### config.mk
export PLATFORM = sky130hd
export DESIGN_NAME = slrg_scale
export DESIGN_NICKNAME = d
export VERILOG_FILES = /design/src/hw/rtl/slrg_pkg.sv /design/src/hw/rtl/slrg_scale.sv
export SDC_FILE = /design/constraint.sdc
export NUM_CORES = 2
export LEC_CHECK = 0
export ABC_AREA = 1
export CORE_MARGIN = 10
export CORE_UTILIZATION = 56
export CTS_BUF_LIST = sky130_fd_sc_hd__clkbuf_16
export DETAILED_ROUTE_END_ITERATION = 10
export DONT_BUFFER_PORTS = 1
export PLACE_DENSITY = 0.71
export SYNTH_ARGS = -nofsm -noshare
export SYNTH_HDL_FRONTEND = slang
export SYNTH_SLANG_ARGS = --single-unit
### constraint.sdc
create_clock -name clk -period 13.3 [get_ports clk]
set_input_delay 1.33 -clock clk [delete_from_list [all_inputs] [get_ports clk]]
set_output_delay 1.33 -clock clk [all_outputs]
set_load 0.02 [all_outputs]
### src/hw/rtl/slrg_pkg.sv
// Shared types and constants for the subtractive lagged random generator.
`default_nettype none

package slrg_pkg;

    localparam int FRAC_BITS_DEF = 32;
    localparam int BOUND_BITS    = 24;
    localparam int SEED_BITS     = 32;
    localparam int OUT_FRAC_BITS = 32;
    localparam int REAL_BITS     = 56;
    localparam int TABLE_LEN     = 55;
    localparam int IDX_W         = 6;
    localparam int MUL_CHUNK     = 26;

    localparam logic [IDX_W-1:0] LAST_IDX   = IDX_W'(TABLE_LEN - 1);
    localparam logic [IDX_W-1:0] LAG_SHORT  = IDX_W'(24);
    localparam logic [IDX_W-1:0] LAG_OFFSET = IDX_W'(31);
    localparam logic [IDX_W-1:0] WARM_STEP  = IDX_W'(21);
    localparam logic [IDX_W:0]   WARM_MOD   = (IDX_W + 1)'(54);

    localparam logic CMD_RESEED = 1'b0;
    localparam logic CMD_DRAW   = 1'b1;

    typedef struct packed {
        logic                         cmd;
        logic signed [BOUND_BITS-1:0] low_bound;
        logic signed [BOUND_BITS-1:0] high_bound;
    } item_t;

    typedef struct packed {
        logic [OUT_FRAC_BITS-1:0]     fraction;
        logic signed [BOUND_BITS-1:0] int_value;
        logic signed [REAL_BITS-1:0]  real_value;
    } result_t;

    typedef struct packed {
        logic             clear;
        logic             we;
        logic [IDX_W-1:0] waddr;
        logic [IDX_W-1:0] raddr_a;
        logic [IDX_W-1:0] raddr_b;
    } tbl_ctl_t;

endpackage

`default_nettype wire

### src/hw/rtl/slrg_scale.sv
// Range scaling unit: iterative chunked multiply and formation of the result fields.
`default_nettype none

module slrg_scale #(
    parameter int FRAC_BITS = slrg_pkg::FRAC_BITS_DEF
) (
    input  wire logic                                   clk,
    input  wire logic                                   rst_n,
    input  wire logic                                   start,
    input  wire logic [FRAC_BITS-1:0]                   frac,
    input  wire logic signed [slrg_pkg::BOUND_BITS-1:0] low_bound,
    input  wire logic signed [slrg_pkg::BOUND_BITS-1:0] high_bound,
    output logic                                        done,
    output slrg_pkg::result_t                           res
);
    import slrg_pkg::*;

    localparam int NCH    = (FRAC_BITS + MUL_CHUNK - 1) / MUL_CHUNK;
    localparam int PAD_W  = NCH * MUL_CHUNK;
    localparam int MAG_W  = BOUND_BITS;
    localparam int ACC_W  = MAG_W + PAD_W;
    localparam int PROD_W = MAG_W + MUL_CHUNK;
    localparam int CNT_W  = $clog2(NCH + 1);

    localparam logic [2:0] ST_IDLE = 3'd0;
    localparam logic [2:0] ST_MUL  = 3'd1;
    localparam logic [2:0] ST_ACC  = 3'd2;
    localparam logic [2:0] ST_SUM  = 3'd3;
    localparam logic [2:0] ST_FIN  = 3'd4;

    logic [2:0]                    state_reg, state_next;
    logic [CNT_W-1:0]              cnt_reg, cnt_next;
    logic [FRAC_BITS-1:0]          frac_reg;
    logic [PAD_W-1:0]              sh_reg;
    logic [MAG_W-1:0]              mag_reg;
    logic                          neg_reg;
    logic                          le_reg;
    logic signed [BOUND_BITS-1:0]  lo_reg;
    logic signed [BOUND_BITS-1:0]  hi_reg;
    logic [PROD_W-1:0]             prod_reg;
    logic [ACC_W-1:0]              acc_reg;
    logic [MAG_W:0]                q_reg;
    logic [REAL_BITS-1:0]          aln_reg;
    logic [OUT_FRAC_BITS-1:0]      fout_reg;
    result_t                       res_reg;

    logic signed [BOUND_BITS:0]    diff;
    logic [BOUND_BITS:0]           diff_abs;
    logic [MUL_CHUNK-1:0]          chunk;
    logic [ACC_W:0]                sum;
    logic [ACC_W+31:0]             aln_wide;
    logic [FRAC_BITS+31:0]         frac_wide;
    logic signed [BOUND_BITS:0]    lo_ext;
    logic signed [BOUND_BITS:0]    hi_ext;
    logic signed [BOUND_BITS:0]    ival;
    logic [REAL_BITS-1:0]          base;
    result_t                       res_next;

    assign diff     = {high_bound[BOUND_BITS-1], high_bound}
                    - {low_bound[BOUND_BITS-1], low_bound};
    assign diff_abs = diff[BOUND_BITS] ? (BOUND_BITS + 1)'(-diff) : diff;
    assign chunk    = sh_reg[PAD_W-1 -: MUL_CHUNK];
    assign sum      = (ACC_W + 1)'(acc_reg) + (ACC_W + 1)'(frac_reg);
    assign aln_wide = {acc_reg, 32'b0} >> FRAC_BITS;
    assign frac_wide = {frac_reg, 32'b0} >> FRAC_BITS;
    assign lo_ext   = {lo_reg[BOUND_BITS-1], lo_reg};
    assign hi_ext   = {hi_reg[BOUND_BITS-1], hi_reg};
    assign base     = {lo_reg, 32'b0};

    always_comb
    begin
        ival = lo_ext + $signed(q_reg);
        if (le_reg)
        begin
            ival = lo_ext;
        end
        else if (ival > hi_ext)
        begin
            ival = hi_ext;
        end
        res_next.fraction   = fout_reg;
        res_next.int_value  = ival[BOUND_BITS-1:0];
        res_next.real_value = neg_reg ? $signed(base - aln_reg) : $signed(base + aln_reg);
    end

    always_comb
    begin
        state_next = state_reg;
        cnt_next   = cnt_reg;
        unique case (state_reg)
            ST_IDLE:
            begin
                if (start)
                begin
                    state_next = ST_MUL;
                    cnt_next   = CNT_W'(NCH - 1);
                end
            end
            ST_MUL:
            begin
                state_next = ST_ACC;
            end
            ST_ACC:
            begin
                if (cnt_reg == '0)
                begin
                    state_next = ST_SUM;
                end
                else
                begin
                    cnt_next   = cnt_reg - CNT_W'(1);
                    state_next = ST_MUL;
                end
            end
            ST_SUM:
            begin
                state_next = ST_FIN;
            end
            ST_FIN:
            begin
                state_next = ST_IDLE;
            end
            default:
            begin
                state_next = ST_IDLE;
            end
        endcase
    end

    always_ff @(posedge clk or negedge rst_n)
    begin
        if (!rst_n)
        begin
            state_reg <= ST_IDLE;
            cnt_reg   <= '0;
        end
        else
        begin
            state_reg <= state_next;
            cnt_reg   <= cnt_next;
        end
    end

    always_ff @(posedge clk)
    begin
        if (state_reg == ST_IDLE && start)
        begin
            frac_reg <= frac;
            sh_reg   <= PAD_W'(frac);
            mag_reg  <= diff_abs[MAG_W-1:0];
            neg_reg  <= diff[BOUND_BITS];
            le_reg   <= (low_bound >= high_bound);
            lo_reg   <= low_bound;
            hi_reg   <= high_bound;
            acc_reg  <= '0;
        end
        if (state_reg == ST_MUL)
        begin
            prod_reg <= PROD_W'(mag_reg) * PROD_W'(chunk);
            sh_reg   <= sh_reg << MUL_CHUNK;
        end
        if (state_reg == ST_ACC)
        begin
            acc_reg <= (acc_reg << MUL_CHUNK) + ACC_W'(prod_reg);
        end
        if (state_reg == ST_SUM)
        begin
            q_reg    <= sum[FRAC_BITS +: MAG_W + 1];
            aln_reg  <= aln_wide[REAL_BITS-1:0];
            fout_reg <= frac_wide[OUT_FRAC_BITS-1:0];
        end
        if (state_reg == ST_FIN)
        begin
            res_reg <= res_next;
        end
    end

    always_ff @(posedge clk or negedge rst_n)
    begin
        if (!rst_n)
        begin
            done <= 1'b0;
        end
        else
        begin
            done <= (state_reg == ST_FIN);
        end
    end

    assign res = res_reg;

endmodule

`default_nettype wire

==> results_tabular.tex <==
\begin{tabular}{lr}
\hline
Metric & Value \\
\hline
\multicolumn{2}{l}{\textbf{Synthesis}} \\
Commonest cells post-synth & inv\_1, nand2\_1, fa\_1 \\
Top cell type by total area after synthesis & edfxtp\_1 \\
Sequential area share after synthesis & 29.7\% \\
Synthesized Nets & 6822 \\
Count of flip-flops with a built-in enable after synthesis & 464 \\
Mean instance size in the synthesized netlist & 8.41 um\^{}2 \\
Dominant cells by area after synthesis & edfxtp\_1, fa\_1, inv\_1 \\
Syn Inst Count & 5855 \\
Netlist cell types & 63 \\
Asr flop ratio synth & 1.21\% \\
Most common flop cell mapped by yosys & edfxtp\_1 \\
Post-Syn Area & 0.0492 mm\^{}2 \\
Most frequent cell after synthesis & inv\_1 \\
Count of warnings emitted by yosys & 0 \\
Synth top area share & 28.3\% \\
Seq cells post-synth & 496 \\
\multicolumn{2}{l}{\textbf{Timing}} \\
Worst Hold Slack & 0.388 ns \\
Actual transition at the worst max-transition pin & 1.30 ns \\
Period utilization & 56.2\% \\
Total Neg Setup Slack & 0 ns \\
Worst-case headroom to the max-slew limit & 13.3\% \\
Max Fclk & 134 MHz \\
\# setup viols final & 0 \\
Final max-slew violation count & 0 \\
Hold violation count in the final report & 0 \\
RSZ-0062 raised after global routing & false \\
Clock period minus worst slack & 7.48 ns \\
Post-Route Skew & 0.0268 ns \\
\multicolumn{2}{l}{\textbf{Routing}} \\
Post-Route WL & 147 mm \\
Vias per inst & 5.50 \\
Number of violations reported at the end of detailed-routing iteration 0 & 3635 \\
Post-detailed-route count of antenna-violating nets & 0 \\
Drt wl/cell & 21.0 um \\
Number of vias in the routed layout & 38400 \\
Drt drc & 0 \\
Detailed-routing iteration count for the pre-antenna-repair pass & 6 \\
\multicolumn{2}{l}{\textbf{Placement}} \\
PortBufs & 0 \\
RePlAce Congestion & 0.959 \\
Total placed instance area & 0.0504 mm\^{}2 \\
Detail Placement HPWL & 118 mm \\
\multicolumn{2}{l}{\textbf{Clock network}} \\
Maximum clock insertion buffer count & 3 \\
Cts hold-fix bufs & 0 \\
Clock root buffer master & clkbuf\_16 \\
Worst-Skew Late Latency & 0.65 ns \\
H-tree depth & 2 \\
Clock buffers created by TritonCTS & 53 \\
\# resized after CTS & 0 \\
Number of clock sinks & 496 \\
Count of buffers added by post-CTS timing repair for setup & 0 \\
Worst-path clk slew & 0.06 ns \\
TritonCTS clock tree & built \\
\multicolumn{2}{l}{\textbf{GRT}} \\
Overall track demand over capacity in global routing & 29.4\% \\
Pin count of the biggest net entering global routing & 75 \\
Residual overflow from global routing & 0 \\
Via count of the first global-routing pass & 38700 \\
Wire length of the first global-routing pass & 226 mm \\
Number of antenna violations at the first check in global routing & 6 \\
\multicolumn{2}{l}{\textbf{Setup path}} \\
CP startpoint kind & flop \\
Worst Path Arrival & 7.85 ns \\
Worst EP required & 13.67 ns \\
Critical Path Fanout Max & 26 \\
Worst setup path category & reg2reg \\
Kind of capture point of the worst setup path & flop \\
\multicolumn{2}{l}{\textbf{Final layout}} \\
Utilization of the core after routing & 59.9\% \\
Count of nets after finishing & 6750 \\
Layout area overhead & 5.80\% \\
Share of post-route cells with drive strength above 1 & 3.67\% \\
Flip-flop count of the largest register after layout & 112 \\
Post-route cell area & 0.0521 mm\^{}2 \\
\multicolumn{2}{l}{\textbf{Die}} \\
Placement Rows & 108 \\
Vertical extent of the die & 317 um \\
Starting density of the core & 56.6\% \\
Die outline width & 317 um \\
Count of pins on the block boundary & 196 \\
Area of the die & 0.100 mm\^{}2 \\
Core Area & 0.0870 mm\^{}2 \\
\multicolumn{2}{l}{\textbf{Worst hold path}} \\
Path class of the lowest-slack min-delay path & in2async \\
\multicolumn{2}{l}{\textbf{Run}} \\
\# Max-Cap Violations & 0 \\
\multicolumn{2}{l}{\textbf{Outcome}} \\
Result of the run & finished clean \\
\hline
\end{tabular}
-- area by class of cell --
class	instances	area [um^2]
Clock buffer	54	1350
Tap cell	1155	1450
Antenna cell	2	5.00
Multi-Input combinational cell	3779	28700
Inverter	1413	5310
Fill cell	7779	34900
Clock inverter	46	370
Sequential cell	496	14600
Timing Repair Buffer	40	300
-- cells in the final DEF (no fill, tap or decap), drive strengths merged, types with 7 or more instances in the layout --
cell,synthesis,layout
a21o,24,24
a31oi,38,38
ha,354,354
xnor2,49,49
xor2,112,112
nand3b,21,21
o21a,19,19
buf,14,40
o21bai,14,14
inv,1410,1428
o211ai,7,7
fa,530,530
dfxtp,26,26
clkbuf,153,54
nand2,1377,1377
edfxtp,464,464
nand3,161,161
o21ai,210,210
nor4,23,23
clkinv,3,26
nor3,68,68
nor2,393,393
a21boi,7,7
nand4,38,38
a21oi,293,293
-- logic make-up (layout without fill, tap and decap cells) --
kind of cell,Yosys count,count (layout),synth area share (%)
AO/OA/AOI/OAI,642,642,7.31
XOR/XNOR,161,161,2.86
adder cells (fa/ha/maj),884,884,30.5
buffers and inverters,1580,1553,12.1
flip-flops,496,496,29.7
multiplexers,1,1,0.0203
other,0,2,0
AND/OR/NAND/NOR,2091,2091,17.5
-- layer usage --
metal	GRT usage [%]	share of wire, %	vias to the layer above
li1	-	-	17900
met1	38.8	41	18600
met2	48.8	47	1618
met3	5.30	8.5	287
met4	9.84	3.7	4
met5	0	0.018	-
-- worst max-delay path, stage by stage, from the launching register on --
cell and delay [ns]:
edfxtp_1 1.09, nand2_1 0.16, fa_1 0.57, inv_1 0.07
fa_1 0.54, inv_1 0.05, fa_1 0.48, inv_1 0.05
fa_1 0.49, inv_1 0.05, fa_1 0.47, inv_1 0.05
fa_1 0.52, inv_1 0.06, fa_1 0.54, inv_1 0.04
ha_1 0.38, nand2_1 0.12, nor2_1 0.25, inv_1 0.08
o21ai_0 0.33, a21oi_1 0.11, nand2_1 0.14, nand3_1 0.16
o21ai_0 0.26, xor2_1 0.10
-- metrics by stage --
step	cells	worst slack (ns)
after floorplan	5855	4.51
after global placement	6883	5.95
after detailed placement	6883	5.90
after CTS	6983	5.89
after global routing	6983	5.48
final	6985	5.82
-- path summary, 6_finish.rpt --
check                                to  depth (start not counted)        start  slack [ns]
max in group asynchronous  state_reg[1]                          0        rst_n       12.84
hold / removal                     done                          0        rst_n        0.39
hold reg to reg                 res[87]                          0  fout_reg[7]        0.42
setup reg to reg           prod_reg[43]                         25   mag_reg[3]        5.82
setup / recovery           prod_reg[43]                         25   mag_reg[3]        5.82
min in group clk                res[87]                          0  fout_reg[7]        0.42
Power is not shown: default switching activity piles up to over one toggle a cycle in this logic, so the estimate is an artifact.
